==> src/sv/aere_pkg.sv <==
// shared types and constants of the allocation event record encoder
package aere_pkg;

  localparam int SEC_W   = 32;
  localparam int NS_W    = 30;
  localparam int TRACE_W = 30;
  localparam int HEAD_W  = 32;
  localparam int MAG_W   = 33;
  localparam int US_W    = 20;
  localparam int DSEC_W  = 34;
  localparam int DNS_W   = 31;

  localparam logic [31:0] NS_PER_SEC     = 32'd1000000000;
  localparam logic [31:0] TWO_NS_PER_SEC = 32'd2000000000;

  // floor(x / 1000) == (x * US_RECIP) >> US_SHIFT for every x below 2^30
  localparam logic [30:0] US_RECIP = 31'd1099511628;
  localparam int          US_SHIFT = 40;
  localparam int          PROD_W   = 61;

  localparam int APB_AW = 3;
  localparam logic REG_INIT_SEC = 1'b0;
  localparam logic REG_INIT_NS  = 1'b1;

  localparam int Q_AW    = 2;
  localparam int Q_DEPTH = 4;

  typedef struct packed {
    logic              sec_we;
    logic              ns_we;
    logic [SEC_W-1:0]  sec;
    logic [NS_W-1:0]   ns;
  } cfg_wr_t;

  typedef enum logic [2:0] {
    ST_IDLE,
    ST_HEAD,
    ST_SECS,
    ST_MICROS,
    ST_SIZE
  } emit_state_t;

endpackage

==> src/sv/alloc_event_record_encoder.sv <==
// top level: config registers, front pipeline, queue and byte emitter
// throughput: one byte per cycle while out_tready is high; a record is 7 to 19 bytes, so
//   the event rate is set by the single byte emitter at the output
// reset: synchronous, active low; clears pipeline, queue, emitter, start registers
//   and previous timestamp to zero, with no clearing pass
module alloc_event_record_encoder #(
  parameter int SIZE_BITS = 48
) (
  input  logic                        clk,
  input  logic                        rst_n,
  input  logic                        in_tvalid,
  output logic                        in_tready,
  // time_seconds, time_nanoseconds, trace_index, byte_count, zero pad (lsb first)
  input  logic [((92+SIZE_BITS+7)/8)*8-1:0] in_tdata,
  // is_free
  input  logic                        in_tuser,
  output logic                        out_tvalid,
  input  logic                        out_tready,
  // out_byte
  output logic [7:0]                  out_tdata,
  output logic                        out_tlast,
  input  logic                        cfg_psel,
  input  logic                        cfg_penable,
  input  logic                        cfg_pwrite,
  input  logic [aere_pkg::APB_AW-1:0] cfg_paddr,
  input  logic [31:0]                 cfg_pwdata,
  output logic [31:0]                 cfg_prdata,
  output logic                        cfg_pready
);

  localparam int IN_W    = ((92 + SIZE_BITS + 7) / 8) * 8;
  localparam int ENTRY_W = aere_pkg::HEAD_W + aere_pkg::MAG_W + aere_pkg::US_W + SIZE_BITS;

  logic [aere_pkg::SEC_W-1:0] init_sec_r;
  logic [aere_pkg::NS_W-1:0]  init_ns_r;
  logic                       cfg_we;
  aere_pkg::cfg_wr_t          cfg_wr;

  logic               q_push, q_full, q_pop, q_valid;
  logic [ENTRY_W-1:0] q_wr_data, q_rd_data;

  assign cfg_pready = 1'b1;
  assign cfg_we     = cfg_psel && cfg_penable && cfg_pwrite && cfg_pready;

  assign cfg_wr.sec_we = cfg_we && (cfg_paddr[2] == aere_pkg::REG_INIT_SEC);
  assign cfg_wr.ns_we  = cfg_we && (cfg_paddr[2] == aere_pkg::REG_INIT_NS);
  assign cfg_wr.sec    = cfg_pwdata;
  assign cfg_wr.ns     = cfg_pwdata[aere_pkg::NS_W-1:0];

  always_ff @(posedge clk) begin
    if (!rst_n) begin
      init_sec_r <= '0;
      init_ns_r  <= '0;
    end else begin
      if (cfg_wr.sec_we) init_sec_r <= cfg_wr.sec;
      if (cfg_wr.ns_we)  init_ns_r  <= cfg_wr.ns;
    end
  end

  assign cfg_prdata = (cfg_paddr[2] == aere_pkg::REG_INIT_NS) ? {2'b00, init_ns_r}
                                                              : init_sec_r;

  aere_front #(
    .SIZE_BITS (SIZE_BITS),
    .IN_W      (IN_W),
    .ENTRY_W   (ENTRY_W)
  ) u_front (
    .clk       (clk),
    .rst_n     (rst_n),
    .in_tvalid (in_tvalid),
    .in_tready (in_tready),
    .in_tdata  (in_tdata),
    .in_tuser  (in_tuser),
    .cfg_wr    (cfg_wr),
    .q_full    (q_full),
    .q_push    (q_push),
    .q_entry   (q_wr_data)
  );

  aere_queue #(
    .WIDTH (ENTRY_W)
  ) u_queue (
    .clk     (clk),
    .rst_n   (rst_n),
    .push    (q_push),
    .wr_data (q_wr_data),
    .full    (q_full),
    .pop     (q_pop),
    .valid   (q_valid),
    .rd_data (q_rd_data)
  );

  aere_emit #(
    .SIZE_BITS (SIZE_BITS),
    .ENTRY_W   (ENTRY_W)
  ) u_emit (
    .clk        (clk),
    .rst_n      (rst_n),
    .q_valid    (q_valid),
    .q_entry    (q_rd_data),
    .q_pop      (q_pop),
    .out_tvalid (out_tvalid),
    .out_tready (out_tready),
    .out_tdata  (out_tdata),
    .out_tlast  (out_tlast)
  );

`ifndef SYNTHESIS
  a_reset_no_out: assert property (@(posedge clk) !rst_n |=> !out_tvalid)
    else $error("output word valid right after reset");

  a_stall_only_full: assert property (@(posedge clk) disable iff (!rst_n)
    !in_tready |-> q_full)
    else $error("front stalled while queue has room");

  a_pop_needs_entry: assert property (@(posedge clk) disable iff (!rst_n)
    q_pop |-> q_valid)
    else $error("emitter popped an empty queue");
`endif

endmodule

==> src/sv/aere_front.sv <==
// front pipeline: timestamp delta, normalization, magnitude and microsecond scaling
module aere_front #(
  parameter int SIZE_BITS = 48,
  parameter int IN_W      = 144,
  parameter int ENTRY_W   = 133
) (
  input  logic                  clk,
  input  logic                  rst_n,
  input  logic                  in_tvalid,
  output logic                  in_tready,
  input  logic [IN_W-1:0]       in_tdata,
  input  logic                  in_tuser,
  input  aere_pkg::cfg_wr_t     cfg_wr,
  input  logic                  q_full,
  output logic                  q_push,
  output logic [ENTRY_W-1:0]    q_entry
);

  localparam int NS_LO    = aere_pkg::SEC_W;
  localparam int TRACE_LO = NS_LO + aere_pkg::NS_W;
  localparam int SIZE_LO  = TRACE_LO + aere_pkg::TRACE_W;

  logic [aere_pkg::SEC_W-1:0]   in_sec;
  logic [aere_pkg::NS_W-1:0]    in_ns;
  logic [aere_pkg::TRACE_W-1:0] in_trace;
  logic [SIZE_BITS-1:0]         in_size;
  logic                         adv;

  logic [aere_pkg::SEC_W-1:0]   prev_sec_r;
  logic [aere_pkg::NS_W-1:0]    prev_ns_r;

  logic                         v1_r, v2_r, v3_r;
  logic [aere_pkg::DSEC_W-1:0]  dsec1_r;
  logic [aere_pkg::DNS_W-1:0]   dns1_r;
  logic [aere_pkg::TRACE_W-1:0] trace1_r, trace2_r;
  logic                         free1_r, free2_r;
  logic [SIZE_BITS-1:0]         size1_r, size2_r, size3_r;

  logic [aere_pkg::DSEC_W-1:0]  dsec2_r, dsec2_nxt;
  logic [aere_pkg::NS_W-1:0]    dns2_r, dns2_nxt;

  logic [aere_pkg::HEAD_W-1:0]  head3_r, head3_nxt;
  logic [aere_pkg::MAG_W-1:0]   mag3_r, mag3_nxt;
  logic [aere_pkg::PROD_W-1:0]  prod3_r, prod3_nxt;

  logic [31:0]                  dns_x, dns_p1, dns_p2, dns_m1;
  logic [2:0]                   adj;
  logic [aere_pkg::DSEC_W-1:0]  dsec_neg;

  assign in_sec   = in_tdata[aere_pkg::SEC_W-1:0];
  assign in_ns    = in_tdata[NS_LO +: aere_pkg::NS_W];
  assign in_trace = in_tdata[TRACE_LO +: aere_pkg::TRACE_W];
  assign in_size  = in_tdata[SIZE_LO +: SIZE_BITS];

  // whole pipeline moves unless the last stage is held by a full queue
  assign adv       = !v3_r || !q_full;
  assign in_tready = adv;
  assign q_push    = v3_r && !q_full;

  // previous timestamp follows every accepted word; config writes seed it
  always_ff @(posedge clk) begin
    if (!rst_n) begin
      prev_sec_r <= '0;
      prev_ns_r  <= '0;
    end else if (in_tvalid && adv) begin
      prev_sec_r <= in_sec;
      prev_ns_r  <= in_ns;
    end else begin
      if (cfg_wr.sec_we) prev_sec_r <= cfg_wr.sec;
      if (cfg_wr.ns_we)  prev_ns_r  <= cfg_wr.ns;
    end
  end

  always_ff @(posedge clk) begin
    if (!rst_n) begin
      v1_r <= 1'b0;
      v2_r <= 1'b0;
      v3_r <= 1'b0;
    end else if (adv) begin
      v1_r <= in_tvalid;
      v2_r <= v1_r;
      v3_r <= v2_r;
    end
  end

  // normalize the nanosecond difference into one second, moving the borrow
  always_comb begin
    dns_x  = {dns1_r[aere_pkg::DNS_W-1], dns1_r};
    dns_p1 = dns_x + aere_pkg::NS_PER_SEC;
    dns_p2 = dns_x + aere_pkg::TWO_NS_PER_SEC;
    dns_m1 = dns_x - aere_pkg::NS_PER_SEC;
    if (dns_x[31]) begin
      if (dns_p1[31]) begin
        dns2_nxt = dns_p2[aere_pkg::NS_W-1:0];
        adj      = 3'b110;
      end else begin
        dns2_nxt = dns_p1[aere_pkg::NS_W-1:0];
        adj      = 3'b111;
      end
    end else if (!dns_m1[31]) begin
      dns2_nxt = dns_m1[aere_pkg::NS_W-1:0];
      adj      = 3'b001;
    end else begin
      dns2_nxt = dns_x[aere_pkg::NS_W-1:0];
      adj      = 3'b000;
    end
    dsec2_nxt = dsec1_r + {{(aere_pkg::DSEC_W-3){adj[2]}}, adj};
  end

  always_comb begin
    dsec_neg  = ~dsec2_r + {{(aere_pkg::DSEC_W-1){1'b0}}, 1'b1};
    mag3_nxt  = dsec2_r[aere_pkg::DSEC_W-1] ? dsec_neg[aere_pkg::MAG_W-1:0]
                                            : dsec2_r[aere_pkg::MAG_W-1:0];
    head3_nxt = {dsec2_r[aere_pkg::DSEC_W-1], free2_r, trace2_r};
    prod3_nxt = {{(aere_pkg::PROD_W-aere_pkg::NS_W){1'b0}}, dns2_r} *
                {{(aere_pkg::PROD_W-31){1'b0}}, aere_pkg::US_RECIP};
  end

  always_ff @(posedge clk) begin
    if (adv) begin
      dsec1_r  <= {2'b00, in_sec} - {2'b00, prev_sec_r};
      dns1_r   <= {1'b0, in_ns} - {1'b0, prev_ns_r};
      trace1_r <= in_trace;
      free1_r  <= in_tuser;
      size1_r  <= in_size;

      dsec2_r  <= dsec2_nxt;
      dns2_r   <= dns2_nxt;
      trace2_r <= trace1_r;
      free2_r  <= free1_r;
      size2_r  <= size1_r;

      head3_r  <= head3_nxt;
      mag3_r   <= mag3_nxt;
      prod3_r  <= prod3_nxt;
      size3_r  <= size2_r;
    end
  end

  assign q_entry = {size3_r, prod3_r[aere_pkg::US_SHIFT +: aere_pkg::US_W], mag3_r, head3_r};

endmodule

==> src/sv/aere_queue.sv <==
// small register queue between the front pipeline and the byte emitter
module aere_queue #(
  parameter int WIDTH = 133
) (
  input  logic             clk,
  input  logic             rst_n,
  input  logic             push,
  input  logic [WIDTH-1:0] wr_data,
  output logic             full,
  input  logic             pop,
  output logic             valid,
  output logic [WIDTH-1:0] rd_data
);

  localparam int CW = aere_pkg::Q_AW + 1;

  logic [WIDTH-1:0]          mem_r [aere_pkg::Q_DEPTH];
  logic [aere_pkg::Q_AW-1:0] wr_ptr_r, rd_ptr_r;
  logic [CW-1:0]             cnt_r, cnt_nxt;

  assign full    = cnt_r == CW'(aere_pkg::Q_DEPTH);
  assign valid   = cnt_r != '0;
  assign rd_data = mem_r[rd_ptr_r];

  always_comb begin
    case ({push, pop})
      2'b10:   cnt_nxt = cnt_r + CW'(1);
      2'b01:   cnt_nxt = cnt_r - CW'(1);
      default: cnt_nxt = cnt_r;
    endcase
  end

  always_ff @(posedge clk) begin
    if (!rst_n) begin
      wr_ptr_r <= '0;
      rd_ptr_r <= '0;
      cnt_r    <= '0;
    end else begin
      if (push) wr_ptr_r <= wr_ptr_r + aere_pkg::Q_AW'(1);
      if (pop)  rd_ptr_r <= rd_ptr_r + aere_pkg::Q_AW'(1);
      cnt_r <= cnt_nxt;
    end
  end

  always_ff @(posedge clk) begin
    if (push) mem_r[wr_ptr_r] <= wr_data;
  end

endmodule

==> src/sv/aere_emit.sv <==
// byte emitter: head word msb first, then three varints, one byte per cycle while out_tready is high
module aere_emit #(
  parameter int SIZE_BITS = 48,
  parameter int ENTRY_W   = 133
) (
  input  logic               clk,
  input  logic               rst_n,
  input  logic               q_valid,
  input  logic [ENTRY_W-1:0] q_entry,
  output logic               q_pop,
  output logic               out_tvalid,
  input  logic               out_tready,
  output logic [7:0]         out_tdata,
  output logic               out_tlast
);

  localparam int MAG_LO  = aere_pkg::HEAD_W;
  localparam int US_LO   = MAG_LO + aere_pkg::MAG_W;
  localparam int SIZE_LO = US_LO + aere_pkg::US_W;

  aere_pkg::emit_state_t state_r, state_nxt;

  logic [1:0]                  hcnt_r;
  logic [aere_pkg::HEAD_W-1:0] head_r;
  logic [aere_pkg::MAG_W-1:0]  mag_r;
  logic [aere_pkg::US_W-1:0]   us_r;
  logic [SIZE_BITS-1:0]        size_r;

  logic       out_valid_r;
  logic [7:0] out_data_r;
  logic       out_last_r;

  logic       gen, emit, phase_end, byte_last, more;
  logic [7:0] byte_val;

  assign gen = !out_valid_r || out_tready;

  always_comb begin
    emit      = 1'b0;
    phase_end = 1'b0;
    byte_last = 1'b0;
    more      = 1'b0;
    byte_val  = '0;
    case (state_r)
      aere_pkg::ST_HEAD: begin
        emit      = gen;
        byte_val  = head_r[aere_pkg::HEAD_W-1 -: 8];
        phase_end = hcnt_r == 2'd3;
      end
      aere_pkg::ST_SECS: begin
        emit      = gen;
        more      = |mag_r[aere_pkg::MAG_W-1:7];
        byte_val  = {more, mag_r[6:0]};
        phase_end = !more;
      end
      aere_pkg::ST_MICROS: begin
        emit      = gen;
        more      = |us_r[aere_pkg::US_W-1:7];
        byte_val  = {more, us_r[6:0]};
        phase_end = !more;
      end
      aere_pkg::ST_SIZE: begin
        emit      = gen;
        more      = |size_r[SIZE_BITS-1:7];
        byte_val  = {more, size_r[6:0]};
        phase_end = !more;
        byte_last = !more;
      end
      default: begin
        emit = 1'b0;
      end
    endcase
    // next record is loaded while the last byte of this one goes out
    q_pop = q_valid && ((state_r == aere_pkg::ST_IDLE) ||
                        (state_r == aere_pkg::ST_SIZE && emit && phase_end));
  end

  always_comb begin
    state_nxt = state_r;
    case (state_r)
      aere_pkg::ST_IDLE:   if (q_pop) state_nxt = aere_pkg::ST_HEAD;
      aere_pkg::ST_HEAD:   if (emit && phase_end) state_nxt = aere_pkg::ST_SECS;
      aere_pkg::ST_SECS:   if (emit && phase_end) state_nxt = aere_pkg::ST_MICROS;
      aere_pkg::ST_MICROS: if (emit && phase_end) state_nxt = aere_pkg::ST_SIZE;
      aere_pkg::ST_SIZE: begin
        if (emit && phase_end) state_nxt = q_pop ? aere_pkg::ST_HEAD : aere_pkg::ST_IDLE;
      end
      default: state_nxt = aere_pkg::ST_IDLE;
    endcase
  end

  always_ff @(posedge clk) begin
    if (!rst_n) begin
      state_r     <= aere_pkg::ST_IDLE;
      out_valid_r <= 1'b0;
    end else begin
      state_r <= state_nxt;
      if (emit) out_valid_r <= 1'b1;
      else if (out_tready) out_valid_r <= 1'b0;
    end
  end

  always_ff @(posedge clk) begin
    if (emit) begin
      out_data_r <= byte_val;
      out_last_r <= byte_last;
    end
    if (q_pop) begin
      hcnt_r <= 2'd0;
      head_r <= q_entry[aere_pkg::HEAD_W-1:0];
      mag_r  <= q_entry[MAG_LO +: aere_pkg::MAG_W];
      us_r   <= q_entry[US_LO +: aere_pkg::US_W];
      size_r <= q_entry[SIZE_LO +: SIZE_BITS];
    end else if (emit) begin
      case (state_r)
        aere_pkg::ST_HEAD: begin
          hcnt_r <= hcnt_r + 2'd1;
          head_r <= {head_r[aere_pkg::HEAD_W-9:0], 8'h00};
        end
        aere_pkg::ST_SECS:   mag_r  <= {7'b0, mag_r[aere_pkg::MAG_W-1:7]};
        aere_pkg::ST_MICROS: us_r   <= {7'b0, us_r[aere_pkg::US_W-1:7]};
        aere_pkg::ST_SIZE:   size_r <= {7'b0, size_r[SIZE_BITS-1:7]};
        default:             hcnt_r <= hcnt_r;
      endcase
    end
  end

  assign out_tvalid = out_valid_r;
  assign out_tdata  = out_data_r;
  assign out_tlast  = out_last_r;

endmodule
==> config.mk <==
export PLATFORM = sky130hd
export DESIGN_NAME = alloc_event_record_encoder
export DESIGN_NICKNAME = d
export VERILOG_FILES = /design/src/sv/aere_pkg.sv /design/src/sv/alloc_event_record_encoder.sv /design/src/sv/aere_front.sv /design/src/sv/aere_queue.sv /design/src/sv/aere_emit.sv
export SDC_FILE = /design/constraint.sdc
export NUM_CORES = 2
export LEC_CHECK = 0
export BUFFER_PORTS_ARGS = -buffer_cell sky130_fd_sc_hd__buf_2
export CAP_MARGIN = 10
export CORE_UTILIZATION = 50
export CTS_CLUSTER_SIZE = 25
export DETAILED_ROUTE_END_ITERATION = 8
export MAX_ROUTING_LAYER = met4
export PLACE_DENSITY = 0.72
export SETUP_SLACK_MARGIN = 0.3
export SKIP_CTS_REPAIR_TIMING = 1
export SLEW_MARGIN = 20
export SYNTH_ARGS = -nofsm -noshare
export SYNTH_HDL_FRONTEND = slang
export SYNTH_SLANG_ARGS = --single-unit
==> constraint.sdc <==
create_clock -name clk -period 23.5 [get_ports clk]
set_input_delay 1.175 -clock clk [delete_from_list [all_inputs] [get_ports clk]]
set_output_delay 1.175 -clock clk [all_outputs]
set_load 0.005 [all_outputs]
After elaboration in Yosys (flattened, before gate mapping)
Memory sizes are Yosys's and may differ from the RTL's. A register that Yosys moved wholly into a read port is not among the register bits.
Index checks and enable logic that the tools add are counted.
{"block": "op_classes", "n_bitwise": 2, "mul": 1, "eq_ne": 13, "addsub": 12, "mux": 41, "reduce_logical": 40}
{"op": "32-bit 2-to-1 mux", "n": 6}
{"op": "30-bit 2-to-1 mux", "n": 5}
{"op": "48-bit 2-to-1 mux", "n": 3}
{"op": "33-bit 2-to-1 mux", "n": 4}
{"op": "20-bit 2-to-1 mux", "n": 3}
{"op": "30-bit by 29-bit multiplier with 58-bit output (second input constant)", "n": 1}
{"op": "41-bit OR reduction", "n": 1}
{"op": "34-bit adder", "n": 1}
{"op": "33-bit by 1-bit adder with 33-bit output (second input constant)", "n": 1}
{"op": "33-bit NOT", "n": 1}
{"op": "32-bit by 32-bit subtractor with 33-bit output", "n": 1}
{"op": "31-bit by 31-bit adder with 32-bit output (second input constant)", "n": 1}
{"op": "8-bit case mux with 4 select lines", "n": 1}
{"op": "31-bit by 31-bit subtractor with 32-bit output (second input constant)", "n": 1}
{"op": "30-bit by 30-bit subtractor with 31-bit output", "n": 1}
{"op": "30-bit adder (second input constant)", "n": 1}
{"op": "26-bit OR reduction", "n": 1}
{"op": "3-bit 2-to-1 mux", "n": 6}
{"op": "2-bit nonzero test", "n": 9}
{"op": "3-bit case mux with 5 select lines", "n": 1}
{"op": "13-bit OR reduction", "n": 1}
{"op": "1-bit logical AND", "n": 10}
{"op": "2-bit AND reduction", "n": 5}
{"op": "1-bit 2-to-1 mux", "n": 8}
{"op": "20 further kinds", "n": 36}
{"block": "totals", "inputBits": 187, "memories": 1, "output_inout_bits": 44, "wordCells": 143, "regBits": 740, "mem_bits_rw": 532}
{"memory": "u_queue.mem_r", "words": 4, "width": 133, "read_ports": 1, "rd_clocked_by_memory_dff": 1, "wr": 1, "line_no": "aere_queue.sv:17", "rtl": "logic [WIDTH-1:0] mem_r [aere_pkg::Q_DEPTH];"}

Depth between registers and ports, before layout
{"block": "depth", "ltp_word": 10, "depth_mapped": 25, "depth_no_buf": 25}

Modules after synthesis
Synthesis repeated with hierarchy kept, for this count alone.
{"block": "hier_totals", "hier_cells": 4571, "hier_area_um2": 64697.0}
{"module": "aere_front", "cells_per_inst": 3155, "area_each_um2": 35736.8, "seq_area_each_um2": 13883.3, "n_inst": 1}
{"module": "aere_queue", "cells_per_inst": 737, "area_each_um2": 19612.6, "seq_area_each_um2": 16155.5, "n_inst": 1}
{"module": "aere_emit", "cells_per_inst": 403, "area_each_um2": 6615.1, "seq_area_each_um2": 4384.2, "n_inst": 1}
{"module": "alloc_event_record_encoder", "cells_per_inst": 276, "area_each_um2": 2732.6, "seq_area_each_um2": 1241.2, "n_inst": 1}

Worst setup path before layout
OpenSTA, ideal clock, no wires.
{"block": "synth_timing", "kind": "register -> register", "start": "register u_queue.cnt_r[0]", "end": "register u_front.prev_ns_r[0] (netlist bit)", "path_stages_with_launch": 8, "required_time_ns": 23.426, "arrival_ns": 11.011, "path_buffers": 2, "setup_time_ns": 0.074, "setup_slack_ns": 12.415, "synth_period_minus_slack_ns": 11.085, "path_cell_list": "dfxtp_1 > nor2_1 > and3_1 > inv_1 > nand2_1 > clkbuf_1 > clkbuf_1 > a31oi_1"}
{"block": "synth_between", "elab_chain_len": 5, "elab_cells_between_ends": 6, "classes_between": "eq/ne (1); mux (1); reduce/logical (4)"}
{"element": "start: declaration", "line_no": "aere_queue.sv:19", "rtl": "logic [CW-1:0] cnt_r, cnt_nxt;"}
{"element": "start signal: assignment", "line_no": "aere_queue.sv:41", "rtl": "cnt_r <= cnt_nxt;"}
{"element": "3-bit == test (*)", "line_no": "aere_queue.sv:21", "rtl": "assign full = cnt_r == CW'(aere_pkg::Q_DEPTH);"}
{"element": "1-bit logical NOT (*)", "line_no": "aere_front.sv:56", "rtl": "assign adv = !v3_r || !q_full;"}
{"element": "1-bit logical OR (*)", "line_no": "aere_front.sv:56"}
{"element": "via in_tready", "line_no": "alloc_event_record_encoder.sv:12", "rtl": "output logic in_tready,"}
{"element": "1-bit logical AND (*)", "line_no": "aere_front.sv:65", "rtl": "end else if (in_tvalid && adv) begin"}
{"element": "30-bit 2-to-1 mux / 2-bit nonzero test (equally long branches)"}
{"element": "end signal: assignment", "line_no": "aere_front.sv:67", "rtl": "prev_ns_r <= in_ns;"}
{"element": "end signal: assignment", "line_no": "aere_front.sv:70", "rtl": "if (cfg_wr.ns_we) prev_ns_r <= cfg_wr.ns;"}
{"element": "end: declaration", "line_no": "aere_front.sv:30", "rtl": "logic [aere_pkg::NS_W-1:0] prev_ns_r;"}
The timed path passes the listed nets; every way through them passes the cells marked *.
A chain may end at the register's enable or synchronous reset.

Worst setup path in the final report
{"block": "layout_timing", "start": "register u_front.dns2_r[10] (netlist bit)", "end": "register u_front.prod3_r[59] (netlist bit) (data pin)"}
{"block": "layout_between", "elab_chain_len": 1}
{"element": "start: declaration", "line_no": "aere_front.sv:40", "rtl": "logic [aere_pkg::NS_W-1:0] dns2_r, dns2_nxt;"}
{"element": "start signal: assignment", "line_no": "aere_front.sv:128", "rtl": "dns2_r <= dns2_nxt;"}
{"element": "30-bit by 29-bit multiplier with 58-bit output", "line_no": "aere_front.sv:115", "rtl": "prod3_nxt = {{(aere_pkg::PROD_W-aere_pkg::NS_W){1'b0}}, dns2_r} *"}
{"element": "via u_front.prod3_nxt, one bit", "line_no": "aere_front.sv:44", "rtl": "logic [aere_pkg::PROD_W-1:0] prod3_r, prod3_nxt;"}
{"element": "end signal: assignment", "line_no": "aere_front.sv:135", "rtl": "prod3_r <= prod3_nxt;"}
{"element": "end: declaration", "line_no": "aere_front.sv:44"}
The timed path passes the listed nets, and every way through them passes these cells.

==> results.sh <==
export IMPL_hpwl_microns=90100
export IMPL_synthArstFlopShare_pct=0
export IMPL_grt_pass1_wl_microns=203000
export IMPL_report_final_hold_viol_count=0
export IMPL_core_sq_mm=0.126
export IMPL_final_nets=5691
export IMPL_slew_headroom_pct=29.0
export IMPL_fin_setup_tns_ps=0
export IMPL_yosys_most_used_dff="edfxtp_1"
export IMPL_cts_max_path_buffers=3
export IMPL_post_route_util_pct=55.9
export IMPL_min_period_ps=8150
export IMPL_crit_path_end_kind="flop"
export IMPL_critPathKind="reg -> reg"
export IMPL_hold_path_class="reg -> reg"
export IMPL_grt_max_degree=126
export IMPL_worst_slew_pin_slew_ps=1060
export IMPL_crit_arrival_ps=8640
export IMPL_crit_required_ps=23990
export IMPL_grt_pass1_vias=36300
export IMPL_syn_avg_cell_area_sq_um=14.1
export IMPL_grt_use_met2_pct=34.5
export IMPL_drt_iter0_markers=2555
export IMPL_wirelength_microns=129000
export IMPL_yosys_area_top_type="edfxtp_1"
export IMPL_synthesis_nets=5436
export IMPL_holdWs_ps=365
export IMPL_fin_crit_sh_pct=34.7
export IMPL_setup_viol=0
export IMPL_ys_ff_latch=1235
export IMPL_start_kind="flop"
export IMPL_avgViaCountPerCell=5.46
export IMPL_root_buffer="clkbuf_16"
export IMPL_synthesis_area_sq_mm=0.0633
export IMPL_first_pass_iters=5
export IMPL_vias=35500
export IMPL_initial_core_util_pct=50.4
export IMPL_port_buffers=223
export IMPL_use_met3_pct=3.09
export IMPL_grtUsageMet1_pct=28.1
export IMPL_overflow=0
export IMPL_drive_above_1_share_pct=15.1
export IMPL_maxSlewViolCount=0
export IMPL_synth_top_area_share_pct=51.8
export IMPL_max_freq_ghz=0.123
export IMPL_yosys_warnings=0
export IMPL_clkSlewWorstSetupHoldPaths_ps=60
export IMPL_syn_inst=4491
export IMPL_wl_per_cell_microns=19.9
export IMPL_rsz0062_at_grt="no"
export IMPL_ant_nets=0
export IMPL_synthTopCellsByCount="edfxtp_1 (1093), inv_1 (620), ha_1 (478)"
export IMPL_rows=130
export IMPL_outcome="completed"
export IMPL_fin_worst_skew_ps=93.3
export IMPL_cts_sinks=1235
export IMPL_cp_max_fo=11
export IMPL_clkLatencyLatePin_ps=770
export IMPL_chipHeight_microns=358
export IMPL_dieArea_sq_mm=0.128
export IMPL_yosysMostFrequentCell="edfxtp_1"
export IMPL_antenna_found_initial=5
export IMPL_route_detailed_drc=0
export IMPL_ys_types=77
export IMPL_synth_edf_count=1093
export IMPL_io_pins=231
export IMPL_busiest_layer="met2"
export IMPL_numCtsBuffers=117
export IMPL_area_delta_synth_final_pct=10.9
export IMPL_yosysSeqAreaShare_pct=56.3
export IMPL_die_x_microns=358
export IMPL_htreeDepth=3
export IMPL_drv_cap=0
export IMPL_track_usage_pct=21.2
export IMPL_synth_area_top_cells="edfxtp_1 (52%), ha_1 (9.4%), fa_1 (8.9%)"
export IMPL_cts_tree="built"
export IMPL_place_gp_congestion=0.896
[metal layers]
metal / vias to the layer above / share of wire [%]
met1: 17600 / 44
met5: - / 0
li1: 16700 / -
met4: 0 / 2.1
met3: 161 / 5.4
met2: 988 / 49
[registers in the layout (all words and copies together) (netlist names), 3 cells and up, named ones only]
signal	cells
u_emit.state_r	3
u_emit.us_r	20
u_front.dns2_r	30
u_front.mag3_r	33
u_front.prev_ns_r	30
u_front.size3_r	48
u_emit.size_r	48
u_front.dsec2_r	34
u_emit.mag_r	33
u_queue.mem_r	532
u_front.size2_r	48
u_front.head3_r	32
u_front.trace2_r	30
u_front.dns1_r	31
u_front.prod3_r	20
init_sec_r	32
u_front.trace1_r	30
init_ns_r	30
u_emit.head_r	32
u_front.dsec1_r	33
u_queue.cnt_r	3
u_front.prev_sec_r	32
u_emit.out_tdata	8
u_front.size1_r	48
[final timing paths]
check	start	endpoint	slack (ps)	cells after the start
max	u_front.dns2_r[10]$_DFFE_PN_	u_front.prod3_r[59]$_DFFE_PN_	15350	23
min	u_front.trace1_r[10]$_DFFE_PN_	u_front.trace2_r[10]$_DFFE_PN_	360	0
max reg2reg	u_front.dns2_r[10]$_DFFE_PN_	u_front.prod3_r[59]$_DFFE_PN_	15350	23
min reg2reg	u_front.trace1_r[10]$_DFFE_PN_	u_front.trace2_r[10]$_DFFE_PN_	360	0
[kinds of logic after synthesis]
group           share of synthesized area [%]
flops                                    56.3
mux                                      7.29
xor+xnor                                 2.13
other cells                           0.00592
compound gates                           6.57
simple gates                             4.95
fa+ha+maj                                18.3
buf+inv                                  4.45
[area by class of cell]
class / count / area [sq um]
tap: 1650 / 2060
clock buffer: 161 / 3140
clock inverter: 59 / 654
sequential: 1235 / 35700
timing repair buffer: 263 / 1430
antenna: 7 / 17.5
fill: 10000 / 55300
multi-input combinational: 2507 / 24900
inverter: 622 / 2340
[through the flow]
step | worst slack (ps) | instances | cell area (sq um)
after global routing | 14910 | 6500 | 70200
after detailed placement | 15320 | 6276 | 66400
after floorplan | 12410 | 4491 | 63300
after global placement | 15340 | 6276 | 66400
final | 15350 | 6504 | 70200
after CTS | 15330 | 6496 | 70200
[layout by cell type (no fill, tap or decap), drive strengths merged, types with 110 or more instances in the layout]
cell | Yosys | final
xnor2 | 110 | 110
dfxtp | 142 | 142
nand2 | 304 | 304
clkbuf | 112 | 161
edfxtp | 1093 | 1093
ha | 478 | 478
inv | 621 | 624
buf | 15 | 263
mux4 | 133 | 133
a21oi | 132 | 132
o21ai | 158 | 158
fa | 280 | 280
mux2 | 136 | 136
[worst max-delay path, stage by stage, from the launching register on]
cell and delay (ps):
edfxtp_1 940, ha_1 400, fa_1 410, fa_1 490
inv_1 50, fa_1 470, inv_1 50, fa_1 480
fa_1 460, fa_1 510, inv_1 50, fa_1 470
inv_1 40, ha_1 300, a21oi_1 220, o22ai_1 110
a2111oi_0 400, o31ai_1 190, a21oi_1 450, o21ai_0 190
a21oi_1 460, o31ai_1 270, and3_1 220, or3_1 300
Power is not shown: default switching activity piles up to over one toggle a cycle in this logic, so the estimate is an artifact.
